File: config.mk
export PLATFORM = sky130hd
export DESIGN_NAME = lcd_window_pixel_streamer_flat
export DESIGN_NICKNAME = d
export VERILOG_FILES = /design/src/hdl/lwps_pkg.sv /design/src/hdl/lwps_in_if.sv /design/src/hdl/lwps_out_if.sv /design/src/hdl/lwps_front.sv /design/src/hdl/lwps_fifo.sv /design/src/hdl/lwps_back.sv /design/src/hdl/lcd_window_pixel_streamer.sv /design/src/flat_wrapper.sv
export SDC_FILE = /design/constraint.sdc
export NUM_CORES = 1
export LEC_CHECK = 0
export ABC_AREA = 1
export BUFFER_PORTS_ARGS = -buffer_cell sky130_fd_sc_hd__buf_2
export CORE_MARGIN = 2
export CORE_UTILIZATION = 57
export CTS_CLUSTER_DIAMETER = 80
export DETAILED_ROUTE_END_ITERATION = 10
export GPL_TIMING_DRIVEN = 0
export PLACE_DENSITY = 0.86
export SYNTH_ARGS = -nofsm -noshare
export SYNTH_HDL_FRONTEND = slang
export SYNTH_HIERARCHICAL = 1
export SYNTH_SLANG_ARGS = --single-unit
export TNS_END_PERCENT = 50
File: constraint.sdc
create_clock -name clk -period 14.13 [get_ports clk]
set_input_delay 2.1195 -clock clk [delete_from_list [all_inputs] [get_ports clk]]
set_output_delay 2.1195 -clock clk [all_outputs]
set_load 0.005 [all_outputs]
File: src/hdl/lwps_pkg.sv
package lwps_pkg;

  // Input item commands
  localparam logic [1:0] CMD_WINDOW      = 2'd0;
  localparam logic [1:0] CMD_FULL_SCREEN = 2'd1;
  localparam logic [1:0] CMD_PIXEL       = 2'd2;

  // Panel command bytes
  localparam logic [7:0] OP_COL_SET   = 8'h2a;
  localparam logic [7:0] OP_ROW_SET   = 8'h2b;
  localparam logic [7:0] OP_MEM_WRITE = 8'h2c;

  // Configuration port
  localparam int unsigned PADDR_W = 3;
  localparam logic REG_SCREEN_WIDTH  = 1'b0;
  localparam logic REG_SCREEN_HEIGHT = 1'b1;
  localparam logic [15:0] SCREEN_WIDTH_RESET  = 16'd128;
  localparam logic [15:0] SCREEN_HEIGHT_RESET = 16'd128;

  // Job queue between front and back
  localparam int unsigned JOB_QUEUE_DEPTH = 4;

  // One job for the byte serializer. A window job uses all four words;
  // a pixel job carries the RGB565 word in col_start.
  typedef struct packed {
    logic        is_window;
    logic        done;
    logic [15:0] col_start;
    logic [15:0] col_end;
    logic [15:0] row_start;
    logic [15:0] row_end;
  } job_t;

endpackage

File: src/hdl/lwps_in_if.sv
interface lwps_in_if;
  logic        valid;
  logic        ready;
  logic [1:0]  cmd;
  logic [15:0] x_start;
  logic [15:0] y_start;
  logic [15:0] win_width;
  logic [15:0] win_height;
  logic [31:0] pixel;

  modport source (
    output valid, cmd, x_start, y_start, win_width, win_height, pixel,
    input  ready
  );
  modport sink (
    input  valid, cmd, x_start, y_start, win_width, win_height, pixel,
    output ready
  );
endinterface

File: src/hdl/lwps_out_if.sv
interface lwps_out_if;
  logic       valid;
  logic       ready;
  logic [7:0] out_byte;
  logic       is_command;
  logic       last;
  logic       window_done;

  modport source (
    output valid, out_byte, is_command, last, window_done,
    input  ready
  );
  modport sink (
    input  valid, out_byte, is_command, last, window_done,
    output ready
  );
endinterface

File: src/hdl/lwps_front.sv
module lwps_front (
  input  logic                clk,
  input  logic                rst,
  lwps_in_if.sink             in_stream,
  input  logic [15:0]         screen_width,
  input  logic [15:0]         screen_height,
  input  logic                job_full,
  output logic                job_push,
  output lwps_pkg::job_t      job
);

  logic [15:0] row_width, row_width_next;
  logic [15:0] cols_left, cols_left_next;
  logic [15:0] rows_left, rows_left_next;
  logic        window_active, window_active_next;

  logic        accept;
  logic [15:0] win_x, win_y, win_w, win_h;
  logic [15:0] rows_dec;

  assign in_stream.ready = !job_full;
  assign accept = in_stream.valid && in_stream.ready;

  // Full-screen windows start at the origin and take the panel size.
  always_comb begin
    if (in_stream.cmd == lwps_pkg::CMD_FULL_SCREEN) begin
      win_x = '0;
      win_y = '0;
      win_w = screen_width;
      win_h = screen_height;
    end else begin
      win_x = in_stream.x_start;
      win_y = in_stream.y_start;
      win_w = in_stream.win_width;
      win_h = in_stream.win_height;
    end
  end

  assign rows_dec = rows_left - 16'd1;

  always_comb begin
    row_width_next     = row_width;
    cols_left_next     = cols_left;
    rows_left_next     = rows_left;
    window_active_next = window_active;
    job_push           = 1'b0;
    job                = '0;
    unique case (in_stream.cmd) inside
      lwps_pkg::CMD_WINDOW, lwps_pkg::CMD_FULL_SCREEN: begin
        job_push           = accept;
        job.is_window      = 1'b1;
        job.col_start      = win_x;
        job.col_end        = win_x + win_w - 16'd1;
        job.row_start      = win_y;
        job.row_end        = win_y + win_h - 16'd1;
        row_width_next     = win_w;
        cols_left_next     = win_w;
        rows_left_next     = win_h;
        window_active_next = (win_w != '0) && (win_h != '0);
      end
      lwps_pkg::CMD_PIXEL: begin
        job_push      = accept;
        job.col_start = {in_stream.pixel[23:19], in_stream.pixel[15:10],
                         in_stream.pixel[7:3]};
        // advance the column and row counters; flag the final pixel
        if (window_active) begin
          if (cols_left <= 16'd1) begin
            cols_left_next = row_width;
            rows_left_next = rows_dec;
            if (rows_dec == '0) begin
              window_active_next = 1'b0;
              job.done           = 1'b1;
            end
          end else begin
            cols_left_next = cols_left - 16'd1;
          end
        end
      end
      default: begin
        // unknown command: drop it
      end
    endcase
  end

  always_ff @(posedge clk) begin
    if (rst) begin
      row_width     <= '0;
      cols_left     <= '0;
      rows_left     <= '0;
      window_active <= 1'b0;
    end else if (job_push) begin
      row_width     <= row_width_next;
      cols_left     <= cols_left_next;
      rows_left     <= rows_left_next;
      window_active <= window_active_next;
    end
  end

endmodule

File: src/hdl/lwps_fifo.sv
module lwps_fifo #(
  parameter int unsigned DEPTH = lwps_pkg::JOB_QUEUE_DEPTH
) (
  input  logic           clk,
  input  logic           rst,
  input  logic           push,
  input  lwps_pkg::job_t push_job,
  output logic           full,
  input  logic           pop,
  output logic           head_valid,
  output lwps_pkg::job_t head
);

  localparam int unsigned PTR_W = (DEPTH > 1) ? $clog2(DEPTH) : 1;
  localparam int unsigned CNT_W = $clog2(DEPTH + 1);

  lwps_pkg::job_t slots [DEPTH];
  logic [PTR_W-1:0] wr_ptr, rd_ptr;
  logic [CNT_W-1:0] count;
  logic             do_push, do_pop;

  assign full       = (count == CNT_W'(DEPTH));
  assign head_valid = (count != '0);
  assign head       = slots[rd_ptr];
  assign do_push    = push && !full;
  assign do_pop     = pop && head_valid;

  function automatic logic [PTR_W-1:0] wrap_inc(input logic [PTR_W-1:0] p);
    return (p == PTR_W'(DEPTH - 1)) ? '0 : p + PTR_W'(1);
  endfunction

  always_ff @(posedge clk) begin
    if (do_push) begin
      slots[wr_ptr] <= push_job;
    end
  end

  always_ff @(posedge clk) begin
    if (rst) begin
      wr_ptr <= '0;
      rd_ptr <= '0;
      count  <= '0;
    end else begin
      if (do_push) begin
        wr_ptr <= wrap_inc(wr_ptr);
      end
      if (do_pop) begin
        rd_ptr <= wrap_inc(rd_ptr);
      end
      if (do_push && !do_pop) begin
        count <= count + CNT_W'(1);
      end else if (do_pop && !do_push) begin
        count <= count - CNT_W'(1);
      end
    end
  end

endmodule

File: src/hdl/lwps_back.sv
module lwps_back (
  input  logic           clk,
  input  logic           rst,
  input  logic           head_valid,
  input  lwps_pkg::job_t head,
  output logic           pop,
  lwps_out_if.source     out_stream
);

  // Byte positions within a window job
  localparam logic [3:0] IDX_COL_CMD   = 4'd0;
  localparam logic [3:0] IDX_COL_S_HI  = 4'd1;
  localparam logic [3:0] IDX_COL_S_LO  = 4'd2;
  localparam logic [3:0] IDX_COL_E_HI  = 4'd3;
  localparam logic [3:0] IDX_COL_E_LO  = 4'd4;
  localparam logic [3:0] IDX_ROW_CMD   = 4'd5;
  localparam logic [3:0] IDX_ROW_S_HI  = 4'd6;
  localparam logic [3:0] IDX_ROW_S_LO  = 4'd7;
  localparam logic [3:0] IDX_ROW_E_HI  = 4'd8;
  localparam logic [3:0] IDX_ROW_E_LO  = 4'd9;
  localparam logic [3:0] IDX_MEM_WRITE = 4'd10;
  // Byte positions within a pixel job
  localparam logic [3:0] IDX_PIX_HI    = 4'd0;
  localparam logic [3:0] IDX_PIX_LO    = 4'd1;

  logic [3:0] idx;
  logic [7:0] byte_val;
  logic       cmd_flag, last_flag, done_flag;
  logic       advance;

  always_comb begin
    byte_val  = '0;
    cmd_flag  = 1'b0;
    last_flag = 1'b0;
    done_flag = 1'b0;
    if (head.is_window) begin
      unique case (idx)
        IDX_COL_CMD: begin
          byte_val = lwps_pkg::OP_COL_SET;
          cmd_flag = 1'b1;
        end
        IDX_COL_S_HI: byte_val = head.col_start[15:8];
        IDX_COL_S_LO: byte_val = head.col_start[7:0];
        IDX_COL_E_HI: byte_val = head.col_end[15:8];
        IDX_COL_E_LO: byte_val = head.col_end[7:0];
        IDX_ROW_CMD: begin
          byte_val = lwps_pkg::OP_ROW_SET;
          cmd_flag = 1'b1;
        end
        IDX_ROW_S_HI: byte_val = head.row_start[15:8];
        IDX_ROW_S_LO: byte_val = head.row_start[7:0];
        IDX_ROW_E_HI: byte_val = head.row_end[15:8];
        IDX_ROW_E_LO: byte_val = head.row_end[7:0];
        IDX_MEM_WRITE: begin
          byte_val  = lwps_pkg::OP_MEM_WRITE;
          cmd_flag  = 1'b1;
          last_flag = 1'b1;
        end
        default: begin
          byte_val = '0;
        end
      endcase
    end else begin
      // pixel: high byte first
      byte_val  = (idx == IDX_PIX_HI) ? head.col_start[15:8] : head.col_start[7:0];
      last_flag = (idx == IDX_PIX_LO);
      done_flag = head.done;
    end
  end

  assign advance = head_valid && (!out_stream.valid || out_stream.ready);
  assign pop     = advance && last_flag;

  always_ff @(posedge clk) begin
    if (rst) begin
      out_stream.valid <= 1'b0;
      idx              <= '0;
    end else if (advance) begin
      out_stream.valid <= 1'b1;
      idx              <= last_flag ? '0 : idx + 4'd1;
    end else if (out_stream.ready) begin
      out_stream.valid <= 1'b0;
    end
  end

  always_ff @(posedge clk) begin
    if (advance) begin
      out_stream.out_byte    <= byte_val;
      out_stream.is_command  <= cmd_flag;
      out_stream.last        <= last_flag;
      out_stream.window_done <= done_flag;
    end
  end

  a_idx_range: assert property (@(posedge clk) disable iff (rst)
    idx <= IDX_MEM_WRITE)
    else $error("byte index past end of window job");

  a_pop_rewinds: assert property (@(posedge clk) disable iff (rst)
    pop |=> (idx == '0))
    else $error("byte index not rewound after job end");

  a_done_on_data: assert property (@(posedge clk) disable iff (rst)
    (out_stream.valid && out_stream.window_done) |-> !out_stream.is_command)
    else $error("window_done flagged on a command byte");

  a_last_cmd: assert property (@(posedge clk) disable iff (rst)
    (out_stream.valid && out_stream.is_command && out_stream.last)
      |-> (out_stream.out_byte == lwps_pkg::OP_MEM_WRITE))
    else $error("window job ended on a command other than memory write");

endmodule

File: src/hdl/lcd_window_pixel_streamer.sv
// Byte stream generator for an SPI display panel. Each input transaction is a
// window request (from its fields, or full-screen from the screen_width and
// screen_height registers) or one XRGB8888 pixel. A window emits 11 bytes:
// column set 0x2a with big-endian start/end, row set 0x2b with start/end, then
// memory write 0x2c; a pixel emits its RGB565 value as two data bytes, high
// byte first. Every byte carries is_command (panel D/C line inverted), last on
// the final byte of its input transaction, and window_done on both bytes of
// the window's final pixel. The front end takes one input transaction per
// cycle while the job queue (JOB_QUEUE_DEPTH entries) has room; the back end
// sends one byte per cycle through a registered output while a job is queued
// and the sink is ready. Command code 3 is dropped with no output. The two
// size registers sit at APB byte addresses 0 and 4, reset to 128, and the user
// must write them only while the streamer is idle; the block itself does not
// enforce this.
module lcd_window_pixel_streamer #(
  parameter int unsigned JOB_QUEUE_DEPTH = lwps_pkg::JOB_QUEUE_DEPTH
) (
  input  logic                         clk,
  input  logic                         rst,
  lwps_in_if.sink                      in_stream,
  lwps_out_if.source                   out_stream,
  input  logic                         psel,
  input  logic                         penable,
  input  logic                         pwrite,
  input  logic [lwps_pkg::PADDR_W-1:0] paddr,
  input  logic [31:0]                  pwdata,
  output logic [31:0]                  prdata,
  output logic                         pready
);

  logic [15:0]    screen_width;
  logic [15:0]    screen_height;
  logic           cfg_write;

  logic           job_push;
  logic           job_full;
  lwps_pkg::job_t job;
  logic           head_valid;
  lwps_pkg::job_t head;
  logic           job_pop;

  // Configuration: zero-wait APB, registers selected by address bit 2.
  assign pready    = 1'b1;
  assign cfg_write = psel && penable && pwrite;

  always_ff @(posedge clk) begin
    if (rst) begin
      screen_width  <= lwps_pkg::SCREEN_WIDTH_RESET;
      screen_height <= lwps_pkg::SCREEN_HEIGHT_RESET;
    end else if (cfg_write) begin
      if (paddr[2] == lwps_pkg::REG_SCREEN_WIDTH) begin
        screen_width <= pwdata[15:0];
      end else begin
        screen_height <= pwdata[15:0];
      end
    end
  end

  always_comb begin
    if (paddr[2] == lwps_pkg::REG_SCREEN_HEIGHT) begin
      prdata = {16'd0, screen_height};
    end else begin
      prdata = {16'd0, screen_width};
    end
  end

  // Front end: accept, track the window counters, build jobs.
  lwps_front u_front (
    .clk           (clk),
    .rst           (rst),
    .in_stream     (in_stream),
    .screen_width  (screen_width),
    .screen_height (screen_height),
    .job_full      (job_full),
    .job_push      (job_push),
    .job           (job)
  );

  // Hold pending jobs so input and output stall independently.
  lwps_fifo #(
    .DEPTH (JOB_QUEUE_DEPTH)
  ) u_fifo (
    .clk        (clk),
    .rst        (rst),
    .push       (job_push),
    .push_job   (job),
    .full       (job_full),
    .pop        (job_pop),
    .head_valid (head_valid),
    .head       (head)
  );

  // Back end: serialize each job into bytes, one per cycle while the output is not stalled.
  lwps_back u_back (
    .clk        (clk),
    .rst        (rst),
    .head_valid (head_valid),
    .head       (head),
    .pop        (job_pop),
    .out_stream (out_stream)
  );

endmodule
File: src/flat_wrapper.sv
// flat-port wrapper written by rule: the top's interface ports become plain ports
module lcd_window_pixel_streamer_flat 
#(
  parameter int unsigned JOB_QUEUE_DEPTH = lwps_pkg::JOB_QUEUE_DEPTH
)
  (clk, rst, psel, penable, pwrite, paddr, pwdata, prdata, pready, in_stream_valid, in_stream_cmd, in_stream_x_start, in_stream_y_start, in_stream_win_width, in_stream_win_height, in_stream_pixel, in_stream_ready, out_stream_valid, out_stream_out_byte, out_stream_is_command, out_stream_last, out_stream_window_done, out_stream_ready);
  lwps_in_if in_stream_i ();
  lwps_out_if out_stream_i ();
  input  logic clk;
  input  logic rst;
  input  logic psel;
  input  logic penable;
  input  logic pwrite;
  input  logic [lwps_pkg::PADDR_W-1:0] paddr;
  input  logic [31:0] pwdata;
  output logic [31:0] prdata;
  output logic pready;
  input wire logic [$bits(in_stream_i.valid)-1:0] in_stream_valid;
  input wire logic [$bits(in_stream_i.cmd)-1:0] in_stream_cmd;
  input wire logic [$bits(in_stream_i.x_start)-1:0] in_stream_x_start;
  input wire logic [$bits(in_stream_i.y_start)-1:0] in_stream_y_start;
  input wire logic [$bits(in_stream_i.win_width)-1:0] in_stream_win_width;
  input wire logic [$bits(in_stream_i.win_height)-1:0] in_stream_win_height;
  input wire logic [$bits(in_stream_i.pixel)-1:0] in_stream_pixel;
  output wire logic [$bits(in_stream_i.ready)-1:0] in_stream_ready;
  output wire logic [$bits(out_stream_i.valid)-1:0] out_stream_valid;
  output wire logic [$bits(out_stream_i.out_byte)-1:0] out_stream_out_byte;
  output wire logic [$bits(out_stream_i.is_command)-1:0] out_stream_is_command;
  output wire logic [$bits(out_stream_i.last)-1:0] out_stream_last;
  output wire logic [$bits(out_stream_i.window_done)-1:0] out_stream_window_done;
  input wire logic [$bits(out_stream_i.ready)-1:0] out_stream_ready;
  assign in_stream_i.valid = in_stream_valid;
  assign in_stream_i.cmd = in_stream_cmd;
  assign in_stream_i.x_start = in_stream_x_start;
  assign in_stream_i.y_start = in_stream_y_start;
  assign in_stream_i.win_width = in_stream_win_width;
  assign in_stream_i.win_height = in_stream_win_height;
  assign in_stream_i.pixel = in_stream_pixel;
  assign in_stream_ready = in_stream_i.ready;
  assign out_stream_valid = out_stream_i.valid;
  assign out_stream_out_byte = out_stream_i.out_byte;
  assign out_stream_is_command = out_stream_i.is_command;
  assign out_stream_last = out_stream_i.last;
  assign out_stream_window_done = out_stream_i.window_done;
  assign out_stream_i.ready = out_stream_ready;
  lcd_window_pixel_streamer #(.JOB_QUEUE_DEPTH(JOB_QUEUE_DEPTH)) u_core (.clk(clk), .rst(rst), .in_stream(in_stream_i), .out_stream(out_stream_i), .psel(psel), .penable(penable), .pwrite(pwrite), .paddr(paddr), .pwdata(pwdata), .prdata(prdata), .pready(pready));
endmodule
* Word level (Yosys, flattened, before mapping)
Memory sizes are Yosys's and may differ from the RTL's. A register that Yosys moved wholly into a read port is not among the register bits.
Index checks and enable logic that the tools add are counted.
** Word-level totals
- Register bits :: 104
- RAM bits :: 264
- Logic and storage cells :: 119
- Memories kept :: 1
** Memories
- u_core.u_fifo.slots :: words 4, bits a word 66, read ports 1, clocked after Yosys merged registers in 1, write ports 1, line lwps_fifo.sv:17 : lwps_pkg::job_t slots [DEPTH];
** Cells by class
- $add $sub $neg :: 11
- $lt $le $gt $ge :: 1
- Equal/unequal tests :: 17
- Mux-type cells :: 40
- Bitwise gates (word level) :: 1
- Reductions and logical operators :: 33
** Operators with widths (count)
- two-way mux 16 bit :: 9
- one-hot mux 16 bit (2 select lines) :: 3
- one-hot mux 8 bit (11 select lines) :: 1
- subtractor 16 x 1 -> 16 bit (second input constant) :: 4
- two-way mux 48 bit :: 1
- adder 16 bit :: 2
- nonzero test 16 bit :: 2
- == test 4 x 3 -> 1 bit (second input constant) :: 4
- less-or-equal comparator 16 x 1 -> 1 bit (second input constant) :: 1
- zero test 16 bit :: 1
- two-way mux 1 bit :: 16
- two-way mux 8 bit :: 2
- == test 4 bit (second input constant) :: 3
- logical AND 1 bit :: 10
- == test 4 x 2 -> 1 bit (second input constant) :: 2
- two-way mux 2 bit :: 4
- AND reduction 2 bit :: 4
- == test 2 bit (second input constant) :: 3
- two-way mux 3 bit :: 2
- nonzero test 2 bit :: 3
- OR reduction 3 bit :: 2
- adder 2 x 1 -> 2 bit (second input constant) :: 2
- adder 4 x 1 -> 4 bit (second input constant) :: 1
- == test 4 x 1 -> 1 bit (second input constant) :: 1
- 17 further kinds :: 20

* Longest topological paths before layout
- Depth after elaboration :: 9
- Depth in mapped cells :: 22

* Hierarchy
Netlist, hierarchy kept.
** By module, submodules not included
- lwps_fifo :: instances 1, cells each 708, area each 10881.7 um2, seq. area each 8107.8 um2
- lwps_front :: instances 1, cells each 1061, area each 6022.0 um2, seq. area each 980.9 um2
- lcd_window_pixel_streamer :: instances 1, cells each 263, area each 1710.4 um2, seq. area each 640.6 um2
- lwps_back :: instances 1, cells each 256, area each 1554.0 um2, seq. area each 430.4 um2

* Least setup slack after synthesis
Ideal clock, no wire load.
- Path type :: in2reg
- From :: in in_stream_cmd[1]
- To :: mem u_core/u_fifo/slots[0][0] in the netlist's numbering (enable)
- Arrival :: 5.445 ns
- Required time :: 13.639 ns
- Path slack :: 8.194 ns
- Cell stages on the path :: 6
- Cell sequence :: buf_4 -> nand2_1 -> nand3_1 -> inv_1 -> nand2_1 -> nor2_1
** Between the ends
- Longest elaborated chain between the ends :: 6
- Elaborated cells between the ends (all ways) :: 8
** RTL lines
- start, declared :: line flat_wrapper.sv:19 : input wire logic [$bits(in_stream_i.cmd)-1:0] in_stream_cmd;
- == test 2 x 1 -> 1 bit (no source line), or another cell as far along
- OR reduction 3 bit (no source line) (*)
- two-way mux 1 bit (*) :: line lwps_front.sv:48 : unique case (in_stream.cmd) inside
- net u_core.job_push :: line lcd_window_pixel_streamer.sv:35 : logic job_push;
- logical AND 1 bit (*) :: line lwps_fifo.sv:25 : assign do_push = push && !full;
- two-way mux 1 bit (*) :: line lwps_fifo.sv:33 : if (do_push) begin
- two-way mux 1 bit (not written as such) (*) :: line lwps_fifo.sv:34 : slots[wr_ptr] <= push_job;
- end, declared :: line lwps_fifo.sv:17
The timed path passes the listed nets; every way through them passes the cells marked *.

==> reports/summary.txt <==
Static Leak: 9.77 nW
largest net degree at the start of global routing: 30
Max Cap Violations: 0
Finish-stage setup viols: 0
clock network fraction of design power: 30.1%
critical path arrival: 5.76 ns
crit-path max cell delay: 0.43 ns
sequential cell area fraction in the yosys report: 50.4%
Synth Area in Compound Gates: 13.7%
multiplexer area fraction after synthesis: 0%
Post-DP Area: 21600 sq um
Yosys warning count: 6
Multi-input gate area: 8420 sq um
first-pass detailed-route iteration total: 6
Int Power: 2.21 mW
final WL: 60.8 mm
Final Cycle Share: 38.8%
vias per std cell: 5.90
Rel. slew slack: 27.3%
die height: 192 um
PD cells: 145 nW/um^2
Post-synth EDFFs: 275
# diodes: 0
layout cells sized above 1: 15.7%
Max Root-Sink Buffers: 3
Critical Path Fanout Max: 10
xor/xnor share of the synthesized area: 0.819%
clk_lat worst skew: 0.54 ns
CTS buffer count: 39
Clock Skew: 0.0107 ns
outcome: finished, final reports clean
starting density of the core: 58.1%
Post-Place Cells: 2898
post-route ant nets: 0
CP cell instances: buf_4, inv_2, buf_6, nand2_2, buf_6, buf_6, buf_2, nand2_1, ha_1, inv_1, ha_1, inv_1, fa_1, inv_1, nand3_1, nand2_1, a21oi_1, o21bai_1, o21ai_0, a21oi_1
hold slack: 0.502 ns
DR WL/cell: 20.5 um
Combinational Power Share: 28.2%
first-pass GRT wire length: 92.5 mm
Synth Area in Adders: 4.76%
Slowest cell on crit path: fa_1
number of fill cells in the layout: 2737
largest family of logic cells by synthesized area: simple AND/OR/NAND/NOR gates
routed vias: 17500
hold_buf cts: 0
cell family with most CP delay: buffers and inverters
PortBufs: 132
core area: 34700 sq um
number of H-tree levels: 2
min Tclk post-route: 5.48 ns
Die X: 192 um
site row count: 68
Clock Root Buffer: clkbuf_16
CP Buf/Inv Count: 9
cell area after layout: 22900 sq um
Hold Vio Cnt, Final: 0
CP Class: input pin to flop
Fmax: 182 MHz
drt drc: 0
ys flop type: edfxtp_1
post-layout util: 65.9%
post_cts resized: 0
Post-CTS Setup Bufs: 0
Min-Delay Path Class: flop to flop
startpoint types: input pin
Final Non-Filler Cells: 2967
Post-Syn Instances: 2288
DP HPWL: 44.3 mm
Worst-Margin Slew: 1.08 ns
clock sinks: 370
VDD IR max: 0.0926 mV
TritonCTS clock tree: done
Sw Share: 33.7%
required time worst endpoint: 14.41 ns
Mean Syn Cell Area: 8.81 sq um
PnR worst setup slack: 8.65 ns
crit path capture type: flop
vias in the first global route: 16800
initial antenna violation count: 1
switching power: 1.12 mW
Worst-path clk slew: 0.06 ns
gp weighted congestion: 0.988
post-synth cell types: 50
io pins: 186
fin. max-slew vios: 0
Post-Synth Simple-Gate Area: 22.0%
synthesis-stage register bit count: 370
Reg area: 10200 sq um
grt ovf: 0
Flop pwr share: 41.6%
die area: 36900 sq um
synthesized cell area: 20200 sq um
asr flop ratio synth: 0%
total negative slack: 0 ns
Area growth syn-to-layout: 13.5%
overall power: 3.33 mW
RSZ-0062 raised after global routing: false
1st-iter DRT viols: 1987
Place WS: 8.22 ns
NumNets Final: 2699
Overall Global Routing Usage: 33.1%
==> routing by layer <==
metal	routed length, um	vias to the layer above	track usage [%]
met5	16	-	0
met4	3450	2	16.6
met3	5880	209	5.12
met2	28000	1093	54.2
met1	23400	8156	43.0
li1	-	8047	-
==> power by group through the flow <==
stage                     Clock [mW]  Combinational (mW)  Sequential [mW]
final                           1.00               0.939             1.39
after detailed placement           0               0.909             1.40
after global placement             0               0.867             1.41
after CTS                       1.01               0.920             1.38
after floorplan                    0               0.613             1.40
after global routing            1.05                1.03             1.39
==> worst reg2reg max path, cell delays in order, from the launching register on <==
cell      delay, ns
dfxtp_1        0.61
buf_6          0.26
clkbuf_1       0.46
nor2_1         0.13
o22ai_2        0.14
clkbuf_1       0.27
inv_1          0.18
o21ai_2        0.25
nand2_2        0.14
inv_1          0.14
nand2_1        0.12
ha_1           0.23
inv_1          0.09
fa_1           0.42
o21ai_0        0.20
nor2_1         0.06
==> layout make-up <==
type,count,area share (%)
Clock buffer,46,4.47
Timing Repair Buffer,140,3.59
Clock inverter,23,0.946
Multi-Input combinational cell,1576,36.8
Sequential cell,370,44.4
Inverter,232,3.84
Buffer,125,3.49
Tap cell,455,2.49
==> flip-flops by register name, summed over array words and instances (netlist names), 2 cells and up, named ones only <==
register,count
u_core/u_front/cols_left,16
u_core/u_back/idx,4
u_core/u_fifo/slots,264
u_core/u_fifo/count,3
u_core/screen_width,16
u_core/u_fifo/rd_ptr,2
u_core/u_front/row_width,16
u_core/u_fifo/wr_ptr,2
u_core/screen_height,16
u_core/u_back/out_stream.out_byte,8
u_core/u_front/rows_left,16
==> synthesized netlist by cell type (8+ instances only) <==
library cell  count  area (sq um)
nor2_2           11          68.8
nor2_1          321          1200
a31oi_1          20           125
o21ai_1          23           115
o21ai_0         232          1160
edfxtp_1        275          8260
dfxtp_1          95          1900
inv_1           221           830
nand3_1         100           500
buf_4            26           195
xor2_1           14           123
buf_6            11           124
o22ai_1          26           163
nand2_1         477          1790
nor3_1            9          45.0
o211ai_1         11          82.6
o22ai_2          40           500
a21oi_1          87           435
inv_2             8          30.0
ha_1             72           901
buf_2            28           140
clkbuf_1         50           188
nor2_4           42           473
nand4_1          25           156
==> logic make-up (layout without fill, tap and decap cells) <==
| kind of cell | count (synthesis) | after routing |
|---|---|---|
| adders and majority gates | 75 | 75 |
| xor gates and xnor gates | 18 | 18 |
| DFF | 370 | 370 |
| buffers and inverters | 357 | 566 |
| other | 2 | 17 |
| and+or+nand+nor | 1005 | 1005 |
| AOI/OAI and AO/OA | 461 | 461 |
==> worst paths after layout <==
| check | end | slack, ns | cells after the start | startpoint |
|---|---|---|---|---|
| worst max-delay path | u_core/u_fifo/slots[2][11] | 8.65 | 20 | in_stream_cmd[1] |
| worst min-delay path | u_core/screen_width[11] | 0.50 | 2 | u_core/screen_width[11] |
| worst max register to register | u_core/u_fifo/count[1] | 10.32 | 15 | flop |
| worst min register to register | u_core/screen_width[11] | 0.50 | 2 | u_core/screen_width[11] |
==> cell usage in the layout (no fill, tap or decap), types with 4 or more instances in the layout <==
master        n
a21o_1        6
a21oi_1      87
a31oi_1      20
buf_12       13
buf_2       160
buf_4        26
buf_6        11
clkbuf_1     56
clkbuf_16    40
clkinv_1      8
clkinvlp_4    4
conb_1       17
dfxtp_1      95
edfxtp_1    275
ha_1         72
inv_1       221
inv_2         8
nand2_1     477
nand2_2       5
nand3_1     100
nand3b_1      7
nand4_1      25
nor2_1      317
nor2_2       11
nor2_4       46
nor3_1        9
o211ai_1     11
o21ai_0     232
o21ai_1      23
o21ai_2       5
o22ai_1      26
o22ai_2      40
xor2_1       14
(Power assumes the default switching activity.)
